### src/rtl/core/assert_macros.svh
// Assertion macros shared by the bracketing block.
// Needs clk_i and rst_ni in the scope of each use.
`ifndef ASSERT_MACROS_SVH
`define ASSERT_MACROS_SVH

// Checks a property on every rising edge outside reset.
`define TPB_ASSERT(name, prop) \
  name: assert property (@(posedge clk_i) disable iff (!rst_ni) (prop)) \
    else $error("tpb assertion failed");

// Checks that a condition never holds outside reset.
`define TPB_ASSERT_NEVER(name, cond) \
  name: assert property (@(posedge clk_i) disable iff (!rst_ni) !(cond)) \
    else $error("tpb forbidden condition seen");

`endif

### src/rtl/core/tpb_pkg.sv
// Package of the table product bracketing block: types, codes and constants.
// Used by every module of the block; depends on nothing.
package tpb_pkg;

  localparam int unsigned MaxLen    = 16;
  localparam int unsigned IdxW      = 4;
  localparam int unsigned CntW      = 5;
  localparam int unsigned NumLet    = 3;
  localparam int unsigned TabDepth  = 2 ** (2 * IdxW);
  localparam logic [17:0] ProdReset = 18'd164229;

  typedef logic [IdxW-1:0]   idx_t;
  typedef logic [1:0]        letter_t;
  typedef logic [2:0]        mask_t;
  typedef logic [2*IdxW-1:0] addr_t;
  typedef logic [17:0]       tbl_t;

  typedef struct packed {
    letter_t rch;
    letter_t lch;
    idx_t    split;
  } wit_t;

  typedef wit_t [NumLet-1:0] wit_row_t;

  typedef enum logic [2:0] {
    TkLetter   = 3'd0,
    TkOpen     = 3'd1,
    TkProduct  = 3'd2,
    TkClose    = 3'd3,
    TkNoSol    = 3'd4,
    TkOverflow = 3'd5
  } tok_kind_e;

  typedef enum logic {
    CfgProductTable = 1'b0,
    CfgTargetLetter = 1'b1
  } cfg_idx_e;

  typedef enum logic [3:0] {
    StIdle,
    StSolveRd,
    StSolveEv,
    StSolveWr,
    StChkRd,
    StChk,
    StOverflow,
    StFetch,
    StOpen,
    StUnwind
  } ctrl_state_e;

  typedef struct packed {
    letter_t symbol;
    logic    last_symbol;
  } in_t;

  typedef struct packed {
    tok_kind_e token_kind;
    letter_t   token_letter;
    logic      final_token;
  } out_t;

  typedef struct packed {
    logic     we_reach;
    logic     we_wit;
    addr_t    waddr;
    mask_t    wmask;
    wit_row_t wrow;
    logic     re_reach;
    addr_t    raddr_a;
    addr_t    raddr_b;
    logic     re_wit;
    addr_t    raddr_w;
  } tab_req_t;

  typedef struct packed {
    logic clear;
    logic step;
    idx_t pos;
  } ev_ctl_t;

  typedef struct packed {
    idx_t    start;
    idx_t    stop;
    letter_t rch;
    logic    phase;
  } frame_t;

endpackage

### src/rtl/core/tpb_split_eval.sv
// Split evaluator: per letter, keeps the lowest-pair (left, right, split) witness.
// Fed with the two sub-span masks of one split per step; uses tpb_pkg.
module tpb_split_eval (
  input  logic               clk_i,
  input  logic               rst_ni,
  input  tpb_pkg::ev_ctl_t   ev_i,
  input  tpb_pkg::tbl_t      prod_table_i,
  input  tpb_pkg::mask_t     rd_a_i,
  input  tpb_pkg::mask_t     rd_b_i,
  output tpb_pkg::mask_t     mask_o,
  output tpb_pkg::wit_row_t  row_o
);

  tpb_pkg::mask_t    found_q;
  logic [3:0]        bk_q [tpb_pkg::NumLet];
  tpb_pkg::wit_row_t row_q;
  tpb_pkg::mask_t    hit;
  logic [3:0]        hk [tpb_pkg::NumLet];
  tpb_pkg::wit_t     hw [tpb_pkg::NumLet];

  // The lowest pair index wins, so scan pairs from the top down.
  always_comb begin
    for (int ch = 0; ch < tpb_pkg::NumLet; ch++) begin
      hit[ch] = 1'b0;
      hk[ch]  = '0;
      hw[ch]  = '0;
      for (int k = 8; k >= 0; k--) begin
        if (prod_table_i[2*k +: 2] == 2'(ch) && rd_a_i[k/3] && rd_b_i[k%3]) begin
          hit[ch]      = 1'b1;
          hk[ch]       = 4'(k);
          hw[ch].split = ev_i.pos;
          hw[ch].lch   = 2'(k/3);
          hw[ch].rch   = 2'(k%3);
        end
      end
    end
  end

  always_ff @(posedge clk_i or negedge rst_ni) begin
    if (!rst_ni) begin
      found_q <= '0;
    end else if (ev_i.clear) begin
      found_q <= '0;
    end else if (ev_i.step) begin
      found_q <= found_q | hit;
    end
  end

  always_ff @(posedge clk_i) begin
    if (ev_i.step && !ev_i.clear) begin
      for (int ch = 0; ch < tpb_pkg::NumLet; ch++) begin
        if (hit[ch] && (!found_q[ch] || hk[ch] < bk_q[ch])) begin
          bk_q[ch]  <= hk[ch];
          row_q[ch] <= hw[ch];
        end
      end
    end
  end

  assign mask_o = found_q;
  assign row_o  = row_q;

endmodule

### config.mk
export PLATFORM = sky130hd
export DESIGN_NAME = tpb_split_eval
export DESIGN_NICKNAME = d
export VERILOG_FILES = /design/src/rtl/core/assert_macros.svh /design/src/rtl/core/tpb_pkg.sv /design/src/rtl/core/tpb_split_eval.sv
export SDC_FILE = /design/constraint.sdc
export NUM_CORES = 1
export LEC_CHECK = 0
export BUFFER_PORTS_ARGS = -buffer_cell sky130_fd_sc_hd__buf_2
export CORE_MARGIN = 3
export CORE_UTILIZATION = 58
export DETAILED_ROUTE_END_ITERATION = 6
export PLACE_DENSITY_LB_ADDON = 0.12
export SKIP_CTS_REPAIR_TIMING = 1
export SLEW_MARGIN = 30
export SYNTH_ARGS = -nofsm -noshare
export SYNTH_HDL_FRONTEND = slang
export SYNTH_SLANG_ARGS = --single-unit
export TNS_END_PERCENT = 1
### constraint.sdc
create_clock -name clk_i -period 5 [get_ports clk_i]
set_input_delay 1 -clock clk_i [delete_from_list [all_inputs] [get_ports clk_i]]
set_output_delay 1 -clock clk_i [all_outputs]
set_load 0.02 [all_outputs]
### Yosys cells after proc, flatten, opt, wreduce, memory -nomap -nowiden

Memories as Yosys holds them, arrays and structs flattened.
Index checks and enable logic that the tools add are counted.

| cells by class | value |
|---|---|
| order comparisons | 3 |
| equality and inequality tests | 18 |
| muxes and demuxes | 92 |
| bitwise logic cells | 1 |
| reduce and logical (&&, ||, !) cells | 87 |

Operators with widths:

| operator | number |
|---|---|
| 2-to-1 mux 8 bit | 21 |
| 2-to-1 mux 4 bit | 30 |
| logical AND 1 bit | 58 |
| 2-to-1 mux 1 bit | 36 |
| 2-to-1 mux 7 bit | 3 |
| equality test 2 x 1 -> 1 bit (second input constant) | 9 |
| equality test 2 bit (second input constant) | 9 |
| logical NOT 2 bit | 9 |
| OR reduction 6 bit | 3 |
| less-than comparator 4 bit | 3 |
| OR reduction 3 bit | 3 |
| 2-to-1 mux 3 bit | 2 |
| AND reduction 2 bit | 3 |
| OR reduction 2 bit | 3 |
| logical NOT 1 bit | 4 |
| logical OR 1 bit | 3 |
| bitwise OR 3 bit | 1 |
| nonzero test 2 bit | 1 |

| word-level totals | value |
|---|---|
| bits in registers | 27 |
| RAM bits | 12 |
| bits of input ports | 32 |
| output and inout port bits | 27 |
| word-level logic and storage cells | 218 |
| memories | 1 |

Memories:

| name | depth | width | rd ports | clocked after memory_dff | write ports | RTL line | text |
|---|---|---|---|---|---|---|---|
| bk_q | 3 | 4 | 3 | 0 | 3 | tpb_split_eval.sv:15 | `logic [3:0] bk_q [tpb_pkg::NumLet];` |

### Depth between registers and ports, before layout

| logic depth | value |
|---|---|
| depth after elaboration | 18 |
| mapped depth | 9 |
| depth with buffers taken out | 8 |

### Least setup slack after synthesis

No wires, ideal clock.

| path | value |
|---|---|
| path kind | input to register |
| from | in rd_a_i[0] |
| to | mem bk_q[1][0], in the netlist bk_q[0][4] (enable) |
| setup time | 0.395 ns |
| arrival | 3.232 ns |
| required time | 4.605 ns |
| path slack | 1.373 ns |
| cell stages on the path | 8 |
| buffers on the path | 1 |
| path through | buf_2 nand4b_1 nand4_1 nand2b_1 nor3_1 ha_1 o2111a_1 a2111oi_2 |

RTL lines:

| item | RTL line | text |
|---|---|---|
| start, declared | tpb_split_eval.sv:8 | `input tpb_pkg::mask_t rd_a_i,` |
| end, declared | tpb_split_eval.sv:15 |  |

==> flow_metrics.py <==
metrics = {
    "outcome": {
        "status": "complete, no violations",
    },
    "placement": {
        "post-place-ws_ps": 1050,
        "routabilityCongestion": 0.912,
        "hpwlAfterDp_um": 4630,
        "dp_cells": 321,
        "postPlaceCellArea_um2": 2840,
        "place.port_buffers": 58,
    },
    "finish": {
        "areaGrowthSynthToFinish_pct": 16.2,
        "diodes": 0,
        "fillers": 314,
        "final_cells": 329,
        "num-nets-final": 319,
        "drive_gt1_share_pct": 28.0,
        "final_cell_area_um2": 2920,
    },
    "global_routing": {
        "grt_overflow": 0,
        "grt_first_pass_wirelength_um": 9650,
        "antenna_found_initial": 0,
        "grt_pass1_vias": 1970,
        "grt_max_degree": 16,
        "grt.total_usage_pct": 24.0,
    },
    "yosys": {
        "ys_async_sr_fraction_pct": 7.69,
        "yosysUniqueCellTypes": 46,
        "synth_seq_cells": 39,
        "synth_edf_count": 36,
        "avgSynthCellArea_um2": 11.6,
        "synth_cells": 217,
        "ys.flop_type": "edfxtp_1",
        "synth_seq_area_share_pct": 45.9,
        "netlist_area_um2": 2520,
        "yosysWarnings": 0,
        "syn-num-nets": 258,
    },
    "routing": {
        "ant_nets": 0,
        "vias": 2068,
        "routed_wl_um": 5830,
        "first_iter_violations": 235,
        "wl_per_cell_um": 17.7,
        "remaining_drc_errors": 0,
        "via_per_inst": 6.29,
        "dr.pass1.iters": 4,
    },
    "sta": {
        "fin_ws_ps": 1300,
        "fin_crit_ps": 3700,
        "grt_setup_unrepaired": "no",
        "whs_ps": 494,
        "setup_viol": 0,
        "max_slew_margin_pct": 46.8,
        "period_share_pct": 74.0,
        "setup_tns_ps": 0,
        "final_max_slew_viol_count": 0,
        "worst_pin_slew_ps": 796,
        "max_freq_ghz": 0.270,
        "hold_viol_final": 0,
        "skew_ps": 5.77,
    },
    "cts": {
        "cts_tree": "yes",
        "clk_path_buf_depth": 2,
        "numClockSinks": 39,
        "numCtsBuffers": 5,
        "clockRootBuffer": "clkbuf_8",
        "htree_levels": 2,
        "clk-insertion-delay-late_ps": 290,
        "cts.reportedPaths.clkPinSlew_ps": 80,
    },
    "die": {
        "dieArea_um2": 5160,
        "core_um2": 4090,
        "io-pin-count": 59,
        "die_h_um": 71.9,
        "num_rows": 23,
        "die_w_um": 71.9,
        "start_util_pct": 61.6,
    },
    "min_path": {
        "hp-class": "in2async",
    },
    "worst_setup_path": {
        "r2r_end": "row_o[15]$_SDFFCE_PP0P_",
        "cp_max_fo": 15,
        "critPathKind": "in2reg",
        "r2r_setup_slack_ps": 2690,
        "arrival_ps": 3700,
        "start_kind": "input pin",
        "crit_path_end_kind": "flop",
        "rr_worst_depth": 6,
        "rr_startpoint": "bk_q[0][5]$_DFFE_PP_",
        "worstPathRequired_ps": 5000,
        "timing.critical_path.from": "rd_a_i[1]",
    },
    "flow_run": {
        "cap_violations": 0,
    },
    "power": {
        "power_leakage_nw": 1.27,
        "ir_worst_vdd_uv": 181,
        "power_density_nw_per_um2": 261,
    },
}
synthesized netlist by cell type, types with 2 or more instances:
cell type / n / area, um2
a2111oi_2: 2 / 30.0
a211oi_1: 2 / 15.0
a211oi_2: 2 / 25.0
a21boi_0: 3 / 22.5
a21oi_1: 15 / 75.1
a31oi_1: 3 / 18.8
and2_1: 6 / 37.5
and3b_1: 2 / 17.5
and4b_1: 12 / 120
and4bb_1: 5 / 62.6
and4bb_2: 2 / 25.0
buf_2: 2 / 10.0
buf_4: 2 / 15.0
buf_6: 2 / 22.5
dfrtp_1: 3 / 75.1
edfxtp_1: 36 / 1080
ha_1: 9 / 113
inv_1: 11 / 41.3
nand2_1: 10 / 37.5
nand2b_1: 2 / 12.5
nand3_1: 5 / 25.0
nand4_1: 3 / 18.8
nand4b_1: 14 / 123
nand4b_4: 2 / 47.6
nand4bb_1: 5 / 56.3
nor2_1: 10 / 37.5
nor2b_1: 13 / 81.3
nor3_1: 5 / 25.0
o2111a_1: 2 / 22.5
o211ai_1: 2 / 15.0
o21a_1: 2 / 15.0
o21ai_0: 2 / 10.0
o21ai_1: 3 / 15.0
o2bb2ai_1: 2 / 17.5
o31ai_1: 4 / 30.0
or2_1: 2 / 12.5
critical path, stage by stage:
cell and delay, ps:
buf_2 180, and4b_1 290, nor2_1 250, nand2_1 100, a21oi_1 230, ha_1 260
a21boi_0 130, o2111a_1 260, a2111oi_2 700, buf_4 290
kinds of logic (layout without fill, tap and decap cells):
family	after synthesis	after routing	share of synthesized area (%)
simple gates	103	103	31.9
compound gates	49	49	14.2
flops	39	39	45.9
buf+inv	17	79	3.53
fa+ha+maj	9	9	4.48
routing by layer:
layer	share of wire, %	wire [um]	GRT usage [%]	up-vias
met4	0.81	47	6.89	0
met5	0	0	0	-
met2	48	2790	37.0	82
met1	44	2590	33.8	989
met3	6.9	404	5.61	4
li1	-	-	-	993
power breakdown:
| part | internal (mW) | leakage (nW) | switching [mW] |
|---|---|---|---|
| Sequential | 0.384 | 0.326 | 0.00813 |
| Clock | 0.0985 | 0.0452 | 0.112 |
| Combinational | 0.0612 | 0.895 | 0.0978 |
final cells by class:
class                      instances  area, um2  share of cell area (%)
tap                               50       62.6                    2.14
timing repair buffer              60        305                    10.4
inverter                          11       41.3                    1.41
multi-input combinational        161       1270                    43.5
clock inverter                     2       13.8                   0.471
clock buffer                       6       72.6                    2.48
sequential                        39       1160                    39.6
state kept, by name (all words and copies together), names as in the netlist:
register,flops
bk_q,12
mask_o,3
row_o,24
placed cells by master (no fill, tap or decap), drive strengths merged, types with 6 or more instances in the layout:
cell type / count
buf: 60
edfxtp: 36
nand4b: 17
a21oi: 15
nor2b: 13
and4b: 12
inv: 11
nor2: 10
nand2: 10
ha: 9
and4bb: 7
and2: 6
nor3: 6
clkbuf: 6
how the worst max path moves through the flow:
stage / end / slack, ps / cells past startpoint
3_3_place_gp: row_o[13]$_SDFFCE_PP0P_ / 1110 / 10
2_1_floorplan: bk_q[0][4]$_DFFE_PP_ / 1370 / 8
6_report: row_o[15]$_SDFFCE_PP0P_ / 1300 / 10
4_1_cts: row_o[15]$_SDFFCE_PP0P_ / 1310 / 10
3_5_place_dp: row_o[15]$_SDFFCE_PP0P_ / 1050 / 10
5_1_grt: bk_q[0][4]$_DFFE_PP_ / 1120 / 10
metrics by stage:
step | util, % | power, mW
4_1_cts | 71.5 | 0.763
5_1_grt | 71.5 | 0.800
3_5_place_dp | 69.4 | 0.558
2_1_floorplan | - | 0.503
3_3_place_gp | 69.4 | 0.554
6_report | 71.5 | 0.762
Note: power is estimated with default switching activity, not from simulation.
