**src/rtl/core/assert_macros.svh**
```systemverilog
// Assertion macros shared by the bracketing block.
// Needs clk_i and rst_ni in the scope of each use.
`ifndef ASSERT_MACROS_SVH
`define ASSERT_MACROS_SVH

// Checks a property on every rising edge outside reset.
`define TPB_ASSERT(name, prop) \
  name: assert property (@(posedge clk_i) disable iff (!rst_ni) (prop)) \
    else $error("tpb assertion failed");

// Checks that a condition never holds outside reset.
`define TPB_ASSERT_NEVER(name, cond) \
  name: assert property (@(posedge clk_i) disable iff (!rst_ni) !(cond)) \
    else $error("tpb forbidden condition seen");

`endif

```
**src/rtl/core/tpb_pkg.sv**
```systemverilog
// Package of the table product bracketing block: types, codes and constants.
// Used by every module of the block; depends on nothing.
package tpb_pkg;

  localparam int unsigned MaxLen    = 16;
  localparam int unsigned IdxW      = 4;
  localparam int unsigned CntW      = 5;
  localparam int unsigned NumLet    = 3;
  localparam int unsigned TabDepth  = 2 ** (2 * IdxW);
  localparam logic [17:0] ProdReset = 18'd164229;

  typedef logic [IdxW-1:0]   idx_t;
  typedef logic [1:0]        letter_t;
  typedef logic [2:0]        mask_t;
  typedef logic [2*IdxW-1:0] addr_t;
  typedef logic [17:0]       tbl_t;

  typedef struct packed {
    letter_t rch;
    letter_t lch;
    idx_t    split;
  } wit_t;

  typedef wit_t [NumLet-1:0] wit_row_t;

  typedef enum logic [2:0] {
    TkLetter   = 3'd0,
    TkOpen     = 3'd1,
    TkProduct  = 3'd2,
    TkClose    = 3'd3,
    TkNoSol    = 3'd4,
    TkOverflow = 3'd5
  } tok_kind_e;

  typedef enum logic {
    CfgProductTable = 1'b0,
    CfgTargetLetter = 1'b1
  } cfg_idx_e;

  typedef enum logic [3:0] {
    StIdle,
    StSolveRd,
    StSolveEv,
    StSolveWr,
    StChkRd,
    StChk,
    StOverflow,
    StFetch,
    StOpen,
    StUnwind
  } ctrl_state_e;

  typedef struct packed {
    letter_t symbol;
    logic    last_symbol;
  } in_t;

  typedef struct packed {
    tok_kind_e token_kind;
    letter_t   token_letter;
    logic      final_token;
  } out_t;

  typedef struct packed {
    logic     we_reach;
    logic     we_wit;
    addr_t    waddr;
    mask_t    wmask;
    wit_row_t wrow;
    logic     re_reach;
    addr_t    raddr_a;
    addr_t    raddr_b;
    logic     re_wit;
    addr_t    raddr_w;
  } tab_req_t;

  typedef struct packed {
    logic clear;
    logic step;
    idx_t pos;
  } ev_ctl_t;

  typedef struct packed {
    idx_t    start;
    idx_t    stop;
    letter_t rch;
    logic    phase;
  } frame_t;

endpackage

```
**src/rtl/core/tpb_ctrl.sv**
```systemverilog
// Sequencer of the block: string load, overflow report, span table walk, answer check and
// bracketing walk with its frame stack and output register; uses tpb_pkg.
`include "assert_macros.svh"
module tpb_ctrl #(
  parameter int unsigned MAX_LEN = tpb_pkg::MaxLen
) (
  input  logic               clk_i,
  input  logic               rst_ni,
  input  logic               in_valid_i,
  output logic               in_stall_o,
  input  tpb_pkg::in_t       in_data_i,
  output logic               out_valid_o,
  input  logic               out_stall_i,
  output tpb_pkg::out_t      out_data_o,
  input  tpb_pkg::letter_t   target_i,
  output tpb_pkg::tab_req_t  req_o,
  input  tpb_pkg::mask_t     rd_a_i,
  input  tpb_pkg::wit_row_t  wit_i,
  output tpb_pkg::ev_ctl_t   ev_o,
  input  tpb_pkg::mask_t     ev_mask_i,
  input  tpb_pkg::wit_row_t  ev_row_i
);

  localparam int unsigned LW   = $clog2(MAX_LEN);
  localparam int unsigned CntW = tpb_pkg::CntW;

  tpb_pkg::ctrl_state_e st_q, st_d;
  logic [CntW-1:0] cnt_q, cnt_d, n_q, n_d, len_q, len_d, sp_q, sp_d, cnt_new;
  tpb_pkg::idx_t   i_q, i_d, pos_q, pos_d, ci_q, ci_d, cj_q, cj_d, j;
  tpb_pkg::letter_t cch_q, cch_d;
  tpb_pkg::letter_t letters_q [MAX_LEN];
  tpb_pkg::frame_t  stack_q [MAX_LEN];
  tpb_pkg::frame_t  top, push_frame;
  tpb_pkg::wit_t    w;
  logic            let_we, push, set_phase, emit, slot_free, out_valid_q;
  tpb_pkg::out_t   tok, out_q;

  assign j         = tpb_pkg::idx_t'({1'b0, i_q} + len_q - CntW'(1));
  assign slot_free = !out_valid_q || !out_stall_i;
  assign top       = stack_q[LW'(sp_q - CntW'(1))];
  assign w         = wit_i[cch_q];
  assign cnt_new   = (cnt_q <= CntW'(MAX_LEN)) ? cnt_q + CntW'(1) : cnt_q;

  always_comb begin
    st_d = st_q; cnt_d = cnt_q; n_d = n_q; len_d = len_q; i_d = i_q; pos_d = pos_q;
    ci_d = ci_q; cj_d = cj_q; cch_d = cch_q; sp_d = sp_q;
    let_we = 1'b0; push = 1'b0; set_phase = 1'b0; emit = 1'b0;
    push_frame = '0; tok = '0; req_o = '0; ev_o = '0;
    in_stall_o = (st_q != tpb_pkg::StIdle);
    unique case (st_q)
      tpb_pkg::StIdle: begin
        ev_o.clear = 1'b1;
        if (in_valid_i) begin
          if (cnt_q < CntW'(MAX_LEN)) begin
            let_we         = 1'b1;
            req_o.we_reach = 1'b1;
            req_o.waddr    = {tpb_pkg::idx_t'(cnt_q), tpb_pkg::idx_t'(cnt_q)};
            req_o.wmask    = 3'(3'b001 << in_data_i.symbol);
          end
          cnt_d = cnt_new;
          if (in_data_i.last_symbol) begin
            cnt_d = '0; n_d = cnt_new; len_d = CntW'(2); i_d = '0; pos_d = '0;
            if (cnt_new > CntW'(MAX_LEN)) begin
              st_d = tpb_pkg::StOverflow;
            end else if (cnt_new == CntW'(1)) begin
              st_d = tpb_pkg::StChkRd;
            end else begin
              st_d = tpb_pkg::StSolveRd;
            end
          end
        end
      end
      tpb_pkg::StSolveRd: begin
        req_o.re_reach = 1'b1;
        req_o.raddr_a  = {i_q, pos_q};
        req_o.raddr_b  = {pos_q + tpb_pkg::idx_t'(1), j};
        st_d = tpb_pkg::StSolveEv;
      end
      tpb_pkg::StSolveEv: begin
        ev_o.step = 1'b1;
        ev_o.pos  = pos_q;
        if (pos_q + tpb_pkg::idx_t'(1) == j) begin
          st_d = tpb_pkg::StSolveWr;
        end else begin
          pos_d = pos_q + tpb_pkg::idx_t'(1);
          st_d  = tpb_pkg::StSolveRd;
        end
      end
      tpb_pkg::StSolveWr: begin
        req_o.we_reach = 1'b1;
        req_o.we_wit   = 1'b1;
        req_o.waddr    = {i_q, j};
        req_o.wmask    = ev_mask_i;
        req_o.wrow     = ev_row_i;
        ev_o.clear     = 1'b1;
        if ({1'b0, i_q} + len_q == n_q) begin
          if (len_q == n_q) begin
            st_d = tpb_pkg::StChkRd;
          end else begin
            len_d = len_q + CntW'(1); i_d = '0; pos_d = '0;
            st_d  = tpb_pkg::StSolveRd;
          end
        end else begin
          i_d   = i_q + tpb_pkg::idx_t'(1);
          pos_d = i_q + tpb_pkg::idx_t'(1);
          st_d  = tpb_pkg::StSolveRd;
        end
      end
      tpb_pkg::StChkRd: begin
        req_o.re_reach = 1'b1;
        req_o.raddr_a  = {tpb_pkg::idx_t'(0), tpb_pkg::idx_t'(n_q - CntW'(1))};
        st_d = tpb_pkg::StChk;
      end
      tpb_pkg::StChk: begin
        if (|(rd_a_i & 3'(3'b001 << target_i))) begin
          ci_d = '0; cj_d = tpb_pkg::idx_t'(n_q - CntW'(1)); cch_d = target_i; sp_d = '0;
          st_d = tpb_pkg::StFetch;
        end else if (slot_free) begin
          emit = 1'b1;
          tok.token_kind  = tpb_pkg::TkNoSol;
          tok.final_token = 1'b1;
          st_d = tpb_pkg::StIdle;
        end
      end
      tpb_pkg::StOverflow: begin
        if (slot_free) begin
          emit = 1'b1;
          tok.token_kind  = tpb_pkg::TkOverflow;
          tok.final_token = 1'b1;
          st_d = tpb_pkg::StIdle;
        end
      end
      tpb_pkg::StFetch: begin
        if (ci_q == cj_q) begin
          if (slot_free) begin
            emit = 1'b1;
            tok.token_kind   = tpb_pkg::TkLetter;
            tok.token_letter = letters_q[ci_q[LW-1:0]];
            tok.final_token  = (sp_q == '0);
            st_d = (sp_q == '0) ? tpb_pkg::StIdle : tpb_pkg::StUnwind;
          end
        end else begin
          req_o.re_wit  = 1'b1;
          req_o.raddr_w = {ci_q, cj_q};
          st_d = tpb_pkg::StOpen;
        end
      end
      tpb_pkg::StOpen: begin
        if (slot_free) begin
          emit = 1'b1;
          tok.token_kind   = tpb_pkg::TkOpen;
          push             = 1'b1;
          push_frame.start = w.split + tpb_pkg::idx_t'(1);
          push_frame.stop  = cj_q;
          push_frame.rch   = w.rch;
          push_frame.phase = 1'b0;
          sp_d  = sp_q + CntW'(1);
          cj_d  = w.split;
          cch_d = w.lch;
          st_d  = tpb_pkg::StFetch;
        end
      end
      tpb_pkg::StUnwind: begin
        if (slot_free) begin
          emit = 1'b1;
          if (!top.phase) begin
            tok.token_kind = tpb_pkg::TkProduct;
            set_phase = 1'b1;
            ci_d = top.start; cj_d = top.stop; cch_d = top.rch;
            st_d = tpb_pkg::StFetch;
          end else begin
            tok.token_kind  = tpb_pkg::TkClose;
            tok.final_token = (sp_q == CntW'(1));
            sp_d = sp_q - CntW'(1);
            if (sp_q == CntW'(1)) begin
              st_d = tpb_pkg::StIdle;
            end
          end
        end
      end
      default: begin
        st_d = tpb_pkg::StIdle;
      end
    endcase
  end

  always_ff @(posedge clk_i or negedge rst_ni) begin
    if (!rst_ni) begin
      st_q        <= tpb_pkg::StIdle;
      cnt_q       <= '0;
      sp_q        <= '0;
      out_valid_q <= 1'b0;
    end else begin
      st_q        <= st_d;
      cnt_q       <= cnt_d;
      sp_q        <= sp_d;
      out_valid_q <= emit | (out_valid_q & out_stall_i);
    end
  end

  always_ff @(posedge clk_i) begin
    n_q   <= n_d;
    len_q <= len_d;
    i_q   <= i_d;
    pos_q <= pos_d;
    ci_q  <= ci_d;
    cj_q  <= cj_d;
    cch_q <= cch_d;
    if (emit) begin
      out_q <= tok;
    end
    if (let_we) begin
      letters_q[cnt_q[LW-1:0]] <= in_data_i.symbol;
    end
    if (push) begin
      stack_q[sp_q[LW-1:0]] <= push_frame;
    end
    if (set_phase) begin
      stack_q[LW'(sp_q - CntW'(1))].phase <= 1'b1;
    end
  end

  assign out_valid_o = out_valid_q;
  assign out_data_o  = out_q;

  `TPB_ASSERT(a_sp_bound, sp_q < CntW'(MAX_LEN))
  `TPB_ASSERT(a_idle_empty, (st_q == tpb_pkg::StIdle) |-> (sp_q == '0))
  `TPB_ASSERT(a_final_idle, (emit && tok.final_token) |=> (st_q == tpb_pkg::StIdle))
  `TPB_ASSERT_NEVER(a_split_range, (st_q == tpb_pkg::StSolveEv) && !(pos_q < j))

endmodule
```
**config.mk**
```make
export PLATFORM = sky130hd
export DESIGN_NAME = tpb_ctrl
export DESIGN_NICKNAME = d
export VERILOG_FILES = /design/src/rtl/core/tpb_pkg.sv /design/src/rtl/core/tpb_ctrl.sv
export VERILOG_INCLUDE_DIRS = /design/src /design/src/rtl/core
export SDC_FILE = /design/constraint.sdc
export NUM_CORES = 1
export LEC_CHECK = 0
export BUFFER_PORTS_ARGS = -buffer_cell sky130_fd_sc_hd__buf_2
export CAP_MARGIN = 20
export CORE_ASPECT_RATIO = 2
export CORE_MARGIN = 3
export CORE_UTILIZATION = 30
export DETAILED_ROUTE_END_ITERATION = 6
export PLACE_DENSITY = 0.43
export SYNTH_ARGS = -nofsm -noshare
export SYNTH_HDL_FRONTEND = slang
export SYNTH_SLANG_ARGS = --single-unit
export TNS_END_PERCENT = 50
```
**constraint.sdc**
```tcl
create_clock -name clk_i -period 6.5 [get_ports clk_i]
set_input_delay 0.65 -clock clk_i [delete_from_list [all_inputs] [get_ports clk_i]]
set_output_delay 0.65 -clock clk_i [all_outputs]
set_load 0.1 [all_outputs]
```
Yosys cells after proc, flatten, opt, wreduce, memory -nomap -nowiden

Memory sizes are Yosys's and may differ from the RTL's. A register that Yosys moved wholly into a read port is not among the register bits.
Index checks and enable logic that the tools add are counted.

Logic and storage cells: 185
Memory bits (read-only): 0
Output and inout port bits: 77
Memory bits (writable): 208
Register bits after elaboration: 47
Bits of input ports: 63
Memories kept: 2
Bits in latches: 0

Memories:

| memory    | depth | bits a word | read ports | clocked after memory_dff | write ports | RTL line       | source |
|---|---|---|---|---|---|---|---|
| stack_q   | 16    | 11          | 1          | 0                        | 1           | tpb_ctrl.sv:32 | `tpb_pkg::frame_t stack_q [MAX_LEN];` |
| letters_q | 16    | 2           | 1          | 1                        | 1           | tpb_ctrl.sv:31 | `tpb_pkg::letter_t letters_q [MAX_LEN];` |

Shift operators: 2
Equality and inequality tests: 28
$add $sub $neg: 10
Bitwise logic cells: 3
Reductions and logical operators: 25
Multiplexer cells: 98
Divide/modulo/power cells: 0
$mul: 0
$lt $le $gt $ge: 4

Operator list:

| kind                | number |
|---|---|
| $mux 4              | 26 |
| $mux 11             | 5 |
| $mux 5              | 11 |
| $pmux 4 s10         | 1 |
| $mux 1              | 24 |
| $mux 24             | 1 |
| $pmux 4 s3          | 2 |
| $pmux 11 s2         | 1 |
| $ne 2x2->1 const B  | 10 |
| $reduce_and 5->1    | 4 |
| $mux 9              | 2 |
| $pmux 9 s2          | 1 |
| $bmux 8 s2          | 1 |
| $eq 4x3->1 const B  | 4 |
| $mux 8              | 2 |
| $pmux 4 s2          | 2 |
| $add 5x1->5 const B | 3 |
| $mux 3              | 5 |
| $pmux 3 s5          | 1 |
| $pmux 5 s3          | 1 |
| $mux 2              | 7 |
| $add 4x1->4 const B | 3 |
| $reduce_or 11->1    | 1 |
| $eq 5x1->1 const B  | 2 |
| other kinds (35)    | 50 |

Longest topological paths before layout

Gate-level depths: netlist of the first run.
An unclocked memory read counts as a cell.

Depth in word-level cells: 9
Mapped depth: 13
Gate-level depth less buffers: 9

Worst setup path after synthesis of the first run

No wires, ideal clock.

Path type: flip-flop to flip-flop
Start point: register st_q[1]
End point: register len_q[0], enable pin
Setup slack: 1.884 ns
Required time: 6.181 ns
Stages on the path, launching flop included: 5
Period minus slack after synthesis: 4.616 ns
Buffers on the path: 1
Library setup time: 0.319 ns
Arrival: 4.297 ns
Cells stage by stage: dfrtp_1 clkbuf_1 nor2_1 nor4_1 o2111a_1

Word-level cells in the longest chain between the ends: 3
Elaborated cells between the ends (all ways): 8
Classes of those cells: eq/ne (5); reduce/logical (3)

Ends and longest elaborated chain:

| item                                                                    | RTL line        | source |
|---|---|---|
| from (decl)                                                             | tpb_ctrl.sv:27  | `tpb_pkg::ctrl_state_e st_q, st_d;` |
| from (signal assigned)                                                  | tpb_ctrl.sv:189 | `st_q <= tpb_pkg::StIdle;` |
| from (signal assigned)                                                  | tpb_ctrl.sv:194 | `st_q <= st_d;` |
| $eq 4x2->1 / $logic_not 4->1 (equally long branches)                    | tpb_ctrl.sv:50  | `unique case (st_q)` |
| $ne 2x2->1 (no source line) / $reduce_bool 2->1 (equally long branches) | n/a             |  |
| $reduce_and 5->1 (no source line) (*)                                   | n/a             |  |
| to (signal assigned)                                                    | tpb_ctrl.sv:203 | `len_q <= len_d;` |
| to (decl)                                                               | tpb_ctrl.sv:28  | `logic [CntW-1:0] cnt_q, cnt_d, n_q, n_d, len_q, len_d, sp_q, sp_d, cnt_new;` |

Mark *: on every way between the ends. The rest lies on a longest branch, timed or not.
A chain may end at the register's enable or synchronous reset.

Final worst setup path of the first run

Start point: register sp_q[0]
End point: memory stack_q[12][5] in the netlist's numbering, enable pin

Word-level cells in the longest chain between the ends: 9
Elaborated cells between the ends (all ways): 10
Classes of those cells: add/sub (1); mux (7); reduce/logical (1); memory (1)

Ends and longest elaborated chain:

| item                                                     | RTL line                        | source |
|---|---|---|
| from (decl)                                              | tpb_ctrl.sv:28                  |  |
| from (signal assigned)                                   | tpb_ctrl.sv:196                 | `sp_q <= sp_d;` |
| $sub 5x1->5                                              | tpb_ctrl.sv:40, tpb_ctrl.sv:219 |  |
| $mem_v2 16x11                                            | n/a                             |  |
| $mux 1                                                   | tpb_ctrl.sv:166                 | `if (!top.phase) begin` |
| $mux 1                                                   | tpb_ctrl.sv:164                 | `if (slot_free) begin` |
| $mux 1                                                   | tpb_ctrl.sv:50                  |  |
| $mux 1                                                   | tpb_ctrl.sv:218                 | `if (set_phase) begin` |
| $mux 1 (not written as such)                             | tpb_ctrl.sv:219                 | `stack_q[LW'(sp_q - CntW'(1))].phase <= 1'b1;` |
| $reduce_or 11->1 (no source line)                        | n/a                             |  |
| $mux 4 (no source line) / $mux 2 (equally long branches) | n/a                             |  |
| to (decl)                                                | tpb_ctrl.sv:32                  |  |

Parallel ways exist; a longest one is shown, timed or not.

==> summary.txt, run 1 <==
Placed design
  – Gpl congestion: around 0.84
  – Dpl cells: 1512
  – Final HPWL DP: ~30 mm
  – # port buffers: ~140

Logic synthesis
  – Mean Syn Cell Area: roughly 14 sq um
  – Syn Inst Count: between 800 and 900
  – Post-synthesis net count: approximately 960
  – Netlist cell types: 77
  – #FFs+latches synth: 257
  – Yosys synthesis warning count: 0
  – Sequential fraction of the synthesis area: around three fifths
  – Post-synth top flop: edfxtp_1
  – Post-synth EDFFs: around 240
  – Ys async rst share: just under 6%
  – Syn Std Cell Area: 12600 sq um

Timing
  – Setup TNS: 0 ps
  – Max-slew headroom at the worst pin: between 30% and 40%
  – Final Hold Viols: 0
  – Worst Tran Pin Value: 1040 ps
  – Final worst path period need: a little under 5000 ps
  – Setup violators final: 0
  – Slew Limit Fails: 0
  – Fmax: 0.208 GHz
  – Final period util: about three quarters
  – Clk_skew: about 18 ps
  – RSZ-0062 raised after global routing: false

Routing
  – M1 WL: roughly 13 mm
  – Final ANT Viol Nets: 0
  – Top Layer Used: met4
  – Post-route DRC: 0
  – Drt total wl: around 39 mm
  – Wire length per cell: roughly 25 microns
  – Via density: 4.99
  – Routed via count: approximately 7800
  – Met3 WL: 1.25 mm
  – 1st-iter DRT viols: 377
  – Met2 wire len: approximately 23 mm
  – DRT Pass-1 Iters: 4

Flow run
  – Max-cap violations: 0

Clock tree
  – Setup bufs post-CTS: 0
  – CTS buffer count: 24
  – Root cell of the clock tree: clkbuf_16
  – Clk slew on worst S/H paths: approximately 70 ps
  – CTS resizes: 0
  – CTS max path bufs: 3
  – Hold buffer count at cts: 0
  – CTS Sinks: around 260
  – Clk_lat worst skew: between 500 and 600 ps
  – H-tree Lvls: 1
  – CTS tree: done

Layout
  – Multi-input logic area: ~4600 sq um
  – Nets: between 1000 and 1500
  – Area Growth Syn to Fin: 17.2%
  – Reg area: between 7000 and 8000 sq um
  – Finished Layout Cells: 1556
  – Most common cell after layout, fill and taps aside: edfxtp_1
  – Inserted Diodes: 0
  – Share of post-route cells with drive strength above 1: ~29%
  – Filler instances: about 4000
  – Most frequent cells in the layout: edfxtp_1 (242), buf_2 (139), nor2_1 (80)

Floorplanning
  – # rows: between 100 and 150
  – Initial core utilization: between 30% and 40%
  – Core area: 41300 sq um
  – Die area: roughly 45000 sq um
  – Chip height: slightly below 300 microns
  – Die width: 151 microns
  – IO Count: 140

GRT
  – Initial antenna violation count: 0
  – GRT Total Usage: between 10% and 20%
  – First-pass GRT wire length: roughly 57 mm
  – Vias in the first global route: around 8400
  – GR Overflow Total: 0
  – Largest net degree at the start of global routing: 42

Setup path
  – Worst Reg-to-Reg Cells: 8
  – Critical path startpoint: sp_q[0]
  – Path type of the worst setup path: reg2reg
  – WP data arrival: ~5000 ps
  – Startpoint Class: flop
  – Critical path destination: stack_q[12][5]
  – Element type at the critical path end: flop
  – Critical path peak fanout: 23
  – R2r endpoint: stack_q[12][5]
  – R2r setup slk: between 1500 and 2000 ps
  – Critical path required time: about 6700 ps
  – R2r startpoint: sp_q[0]

Min path
  – Class of the tightest hold or removal check: in2async

Power and ir drop
  – Flop pwr share: 29.1%
  – Peak VDD IR: 0.000205 V
  – PD cells: about 520 nW/um^2
  – Int Power: between 4 and 5 mW
  – Comb pwr share: between 40% and 50%
  – Clk pwr share: 21.3%
  – Sw power: about 3.5 mW
  – Leak: approximately 5.3 nW
  – Sw frac: 45.7%

Outcome
  – Status: finished, final reports clean
how the worst min path moves through the flow:
stage | to | slack, ps | depth (start not counted)
2_1_floorplan | cnt_q[0] | 350 | 0
3_3_place_gp | sp_q[4] | 510 | 1
3_5_place_dp | sp_q[4] | 510 | 1
4_1_cts | out_valid_o | 70 | 1
5_1_grt | out_valid_o | 80 | 1
6_report | out_valid_o | 60 | 1
layer usage:
metal | vias to the layer above | global-route usage (%)
li1 | 3602 | -
met1 | 3918 | 17.2
met2 | 188 | 36.5
met3 | 63 | 1.64
met4 | 0 | 6.49
met5 | - | 0
registers in the layout, indices dropped and copies added, names as in the netlist, 5 cells and up:
register,count
cnt_q,5
len_q,5
letters_q,32
n_q,5
out_data_o,6
sp_q,5
stack_q,176
cell usage after synthesis, types with 4 or more instances:
| cell | number | area share (%) |
|---|---|---|
| a211oi_1 | 15 | 0.90 |
| a21o_1 | 5 | 0.30 |
| a21oi_1 | 20 | 0.80 |
| a31oi_1 | 6 | 0.30 |
| and2_1 | 47 | 2.3 |
| and3_1 | 13 | 0.65 |
| buf_2 | 13 | 0.52 |
| buf_6 | 5 | 0.45 |
| clkbuf_1 | 27 | 0.81 |
| dfrtp_1 | 15 | 3.0 |
| edfxtp_1 | 242 | 58 |
| ha_1 | 18 | 1.8 |
| inv_1 | 25 | 0.75 |
| mux2i_1 | 20 | 1.6 |
| mux4_2 | 54 | 9.7 |
| nand2_1 | 51 | 1.5 |
| nand2b_1 | 10 | 0.50 |
| nand3_1 | 17 | 0.68 |
| nor2_1 | 82 | 2.5 |
| nor2b_1 | 7 | 0.35 |
| nor3_1 | 16 | 0.64 |
| nor3_2 | 4 | 0.32 |
| nor3b_2 | 6 | 0.60 |
| nor4_1 | 4 | 0.20 |
| o211ai_1 | 4 | 0.24 |
| o21ai_0 | 31 | 1.2 |
| o31ai_1 | 4 | 0.24 |
| xnor2_1 | 16 | 1.1 |
| xor2_1 | 18 | 1.3 |
worst max-delay path, cell delays in order (launching register included):
cell     delay [ps]
dfrtp_4         690
inv_1           230
ha_2            730
mux2_2          410
o22a_1          250
a31oi_2         290
and2_1          670
a31oi_4         320
nor3b_2         800
cells by family after synthesis:
kind of cell | count (synthesis) | synth area share (%)
adder cells (fa/ha/maj) | 19 | 1.95
XOR/XNOR | 39 | 3.12
AO/OA/AOI/OAI | 129 | 7.64
buffers and inverters | 74 | 2.74
AND/OR/NAND/NOR | 276 | 11.5
flip-flops | 257 | 60.8
multiplexers | 80 | 12.2
final cells by class:
| class | count | share of cell area (%) |
|---|---|---|
| clock inverter | 18 | 1.92 |
| sequential | 257 | 51.9 |
| tap | 535 | 4.55 |
| inverter | 25 | 0.637 |
| multi-input combinational | 543 | 31.3 |
| clock buffer | 26 | 4.27 |
| timing repair buffer | 152 | 5.39 |
power groups by stage:
stage / registers (mW) / logic [mW] / clock network, mW
after global placement: 2.28 / 3.86 / 0
after CTS: 2.24 / 3.87 / 1.68
after floorplan: 2.21 / 2.90 / 0
after detailed placement: 2.28 / 3.86 / 0
after global routing: 2.26 / 4.06 / 1.74
final: 2.24 / 3.82 / 1.64
metrics by stage:
step	instance area, sq um	utilization [%]	setup WS, ps	hold WS, ps	power [mW]
floorplan	12600	-	1880	354	5.11
global placement	13800	33.5	1720	507	6.14
detailed placement	13800	33.5	1590	510	6.13
CTS	14700	35.7	1580	67.3	7.79
global route	14700	35.7	1330	78.5	8.06
finish	14700	35.7	1690	64.8	7.70
Note: power is estimated with default switching activity, not from simulation.
==> inputs of run 2 (changes only) <==
--- a/config.mk
+++ b/config.mk
@@ -6,6 +6,7 @@
 export SDC_FILE = /design/constraint.sdc
 export NUM_CORES = 1
 export LEC_CHECK = 0
+export ABC_AREA = 1
 export BUFFER_PORTS_ARGS = -buffer_cell sky130_fd_sc_hd__buf_2
 export CAP_MARGIN = 20
 export CORE_ASPECT_RATIO = 2
==> constraint.sdc (replaced) <==
create_clock -name clk_i -period 4.45 [get_ports clk_i]
set_input_delay 0.445 -clock clk_i [delete_from_list [all_inputs] [get_ports clk_i]]
set_output_delay 0.445 -clock clk_i [all_outputs]
set_load 0.1 [all_outputs]
==> summary.txt, run 2 <==
Outcome
  – Status: finished, final reports clean (unchanged)

Timing
  – Final worst path period need: ~3800 ps
  – RSZ-0062 raised after global routing: false (unchanged)
  – Final Hold Viols: 0 (unchanged)
  – Fmax: around 0.26 GHz
  – Max-slew headroom at the worst pin: 27.7% (was 30.7%)
  – Slew Limit Fails: 0 (unchanged)
  – Worst Tran Pin Value: 1070 ps (was 1040 ps)
  – Clk_skew: 18.1 ps (was 17.5 ps)
  – Final period util: between 80% and 90%
  – Setup violators final: 0 (unchanged)

Logic synthesis
  – Post-synth top flop: edfxtp_1 (unchanged)
  – Syn Inst Count: 1262 (was 874)
  – Compound-Gate Fraction of Synth Area: 11.8% (was 7.64%)
  – Sequential fraction of the synthesis area: 61.0% (was 60.8%)
  – Post-synth EDFFs: 242 (unchanged)
  – Ys async rst share: 5.84% (unchanged)
  – Largest family of logic cells by synthesized area: simple AND/OR/NAND/NOR gates (was multiplexers)
  – Most instantiated cells after synthesis: edfxtp_1 (242), nand2_1 (234), nor2_1 (198) (was edfxtp_1 (242), nor2_1 (82), mux4_2 (54))
  – Netlist cell types: 46 (was 77)
  – Cell taking the most area after synthesis: edfxtp_1 (unchanged)
  – Syn Std Cell Area: 12500 sq um (was 12600 sq um)
  – Post-synthesis net count: 1344 (was 956)
  – Simple-Gate Fraction of Synth Area: 17.7% (was 11.5%)
  – Top cells by area, synth: edfxtp_1 (58%), nand2_1 (7.0%), nor2_1 (5.9%) (was edfxtp_1 (58%), mux4_2 (9.7%), dfrtp_1 (3.0%))
  – Top-count cell post-synth: edfxtp_1 (unchanged)
  – Post-Synth XOR/XNOR Area: 1.87% (was 3.12%)
  – Post-synth top area share: 58.0% (was 57.9%)
  – Post-Synth Adder-Cell Area: 1.96% (was 1.95%)
  – Mean Syn Cell Area: 9.92 sq um (was 14.4 sq um)
  – Post-synthesis mux area share: 0% (was 12.2%)
  – #FFs+latches synth: 257 (unchanged)
  – Yosys synthesis warning count: 0 (unchanged)

Clock tree
  – Setup bufs post-CTS: 0 (unchanged)
  – CTS tree: done (unchanged)
  – Clk slew on worst S/H paths: 70 ps (about the same)
  – CTS buffer count: 25 (was 24)
  – H-tree Lvls: 1 (unchanged)
  – CTS resizes: 0 (unchanged)
  – CTS Sinks: 257 (unchanged)
  – Clk_lat worst skew: 550 ps (was 540 ps)
  – CTS max path bufs: 3 (unchanged)
  – Root cell of the clock tree: clkbuf_16 (unchanged)

Min path
  – WHS Endpoint: cch_q[0]
  – Hold_sp: target_i[0]
  – Hold Path Depth: 3
  – Class of the tightest hold or removal check: in2reg (was in2async)

Layout
  – Max reg flops: 176 (unchanged)
  – Most frequent cells in the layout: edfxtp_1 (242), nand2_1 (234), nor2_1 (193) (was edfxtp_1 (242), buf_2 (139), nor2_1 (80))
  – Filler instances: 4223 (was 4025)
  – Top reg by flops: stack_q (unchanged)
  – Share of post-route cells with drive strength above 1: 17.6% (was 28.6%)
  – Nets: 1497 (was 1085)
  – Multi-input logic area: 4180 sq um (was 4610 sq um)
  – Reg area: 7640 sq um (was 7650 sq um)
  – Most common cell after layout, fill and taps aside: edfxtp_1 (unchanged)
  – Area Growth Syn to Fin: 18.2% (was 17.2%)
  – Finished Layout Cells: 1970 (was 1556)
  – Final Util: 36.0% (was 35.7%)

Routing
  – Met3 WL: 2.07 mm (was 1.25 mm)
  – Top Layer Used: met5 (was met4)
  – Via density: 4.96 (was 4.99)
  – Wire length per cell: 21.3 microns (was 25.2 microns)
  – Drt total wl: 42.0 mm (was 39.2 mm)
  – Met2 wire len: 23.5 mm (was 23.3 mm)
  – M1 WL: 14.4 mm (was 13.2 mm)
  – Routed via count: 9764 (was 7771)
  – Post-route DRC: 0 (unchanged)
  – Final ANT Viol Nets: 0 (unchanged)
  – DRT Pass-1 Iters: 5 (was 4)
  – 1st-iter DRT viols: 453 (was 377)

Power and ir drop
  – PD cells: 755 nW/um^2 (was 523 nW/um^2)
  – Leak: 6.01 nW (was 5.28 nW)
  – Peak VDD IR: 0.000325 V (was 0.000205 V)

Setup path
  – Critical path required time: 4010 ps (was 6660 ps)
  – R2r setup slk: 1050 ps (was 1690 ps)
  – Path type of the worst setup path: reg2out (was reg2reg)
  – Startpoint Class: flop (unchanged)
  – Critical path peak fanout: 18 (was 23)
  – WP data arrival: 3390 ps (was 4970 ps)
  – R2r endpoint: len_q[4] (was stack_q[12][5])
  – R2r startpoint: i_q[0] (was sp_q[0])
  – Element type at the critical path end: output port (was flop)
  – Worst Reg-to-Reg Cells: 11 (was 8)

Floorplanning
  – IO Count: 140 (unchanged)
  – Initial core utilization: 30.5% (was 30.4%)
  – Die width: 150 microns (was 151 microns)
  – # rows: 105 (unchanged)
  – Die area: 44400 sq um (was 44500 sq um)
  – Chip height: 295 microns (about the same)
  – Core area: 41100 sq um (was 41300 sq um)

Placed design
  – Final HPWL DP: 30.6 mm (was 30.0 mm)
  – Gpl congestion: 0.831 (was 0.836)
  – # port buffers: 139 (unchanged)
  – Dpl cells: 1919 (was 1512)

GRT
  – Initial antenna violation count: 2 (was 0)
  – Largest net degree at the start of global routing: 59 (was 42)
  – GR Overflow Total: 0 (unchanged)
  – GRT Total Usage: 18.7% (was 17.5%)
  – First-pass GRT wire length: 61.8 mm (was 56.7 mm)
  – Vias in the first global route: 10200 (was 8355)

Flow run
  – Max-cap violations: 0 (unchanged)
## run 2: cell count changes after synthesis, sizes merged, moves of 11 or more
cell / previous run / this run
nand3: 19 / 56
mux4: 57 / 0
inv: 25 / 128
mux2i: 20 / 0
and3: 13 / 0
a211oi: 15 / 0
a21oi: 20 / 57
and2: 47 / 1
nor2: 82 / 213
o211ai: 5 / 16
nor3: 21 / 9
o22ai: 1 / 33
nand2: 51 / 239
o21ai: 31 / 90
## run 2: final cells by class
class / count / area share, %
inverters: 130 / 3.30
repair buffers: 179 / 6.88
clock buffers: 26 / 4.25
diodes: 1 / 0.0169
clock inverters: 20 / 1.14
well taps: 535 / 4.52
flip-flops and latches: 257 / 51.6
multi-input cells: 822 / 28.2
## run 2: worst max path at each step
| stage | endpoint | slack [ps] | start |
|---|---|---|---|
| 4_1_cts | req_o[2] | 510 | ci_q[0] |
| 3_3_place_gp | len_q[4] | 1030 | i_q[0] |
| 5_1_grt | req_o[2] | 240 | ci_q[0] |
| 2_1_floorplan | req_o[50] | -250 | st_q[3] |
| 6_report | req_o[2] | 620 | ci_q[0] |
| 3_5_place_dp | len_q[3] | 1040 | i_q[0] |
## run 2: cell families after synthesis
group / after synthesis
simple gates: 533
compound gates: 245
xor+xnor: 25
flops: 257
buf+inv: 183
fa+ha+maj: 19
## run 2: what timing repair did
action	in CTS	in global routing
endpoints found under the setup margin	0	0
hold endpoints to repair	15	0
hold buffers	1	0
## run 2: metrics by stage
stage | power, mW | worst slack [ps] | setup TNS [ps] | hold slack (ps) | cell area (sq um)
2_1_floorplan | 7.31 | -247 | -1190 | 149 | 12500
3_3_place_gp | 9.14 | 1030 | 0 | 412 | 13900
3_5_place_dp | 9.14 | 1040 | 0 | 413 | 13900
4_1_cts | 11.3 | 511 | 0 | 294 | 14800
5_1_grt | 11.8 | 238 | 0 | 327 | 14800
6_report | 11.2 | 617 | 0 | 329 | 14800
## run 2: power by group
group          leakage, nW  total (mW)  internal (mW)  switching (mW)
clock                0.384        2.12           1.15           0.966
combinational         3.16        5.97           1.36            4.61
sequential            2.47        3.09           2.88           0.207
total                 6.01        11.2           5.39            5.79
## run 2: critical path, stage by stage (launching register included)
cell,delay [ps]
edfxtp_1,710
clkinv_1,580
nand2_1,210
a21oi_1,80
and2_1,180
nor2_1,170
inv_1,230
nor2_2,230
buf_2,460
## run 2: per-layer routing
| layer | GRT usage [%] | vias to the layer above |
|---|---|---|
| met2 | 37.6 | 313 |
| met3 | 2.25 | 79 |
| met1 | 18.3 | 4706 |
| met4 | 8.63 | 2 |
| met5 | 0 | - |
| li1 | - | 4664 |
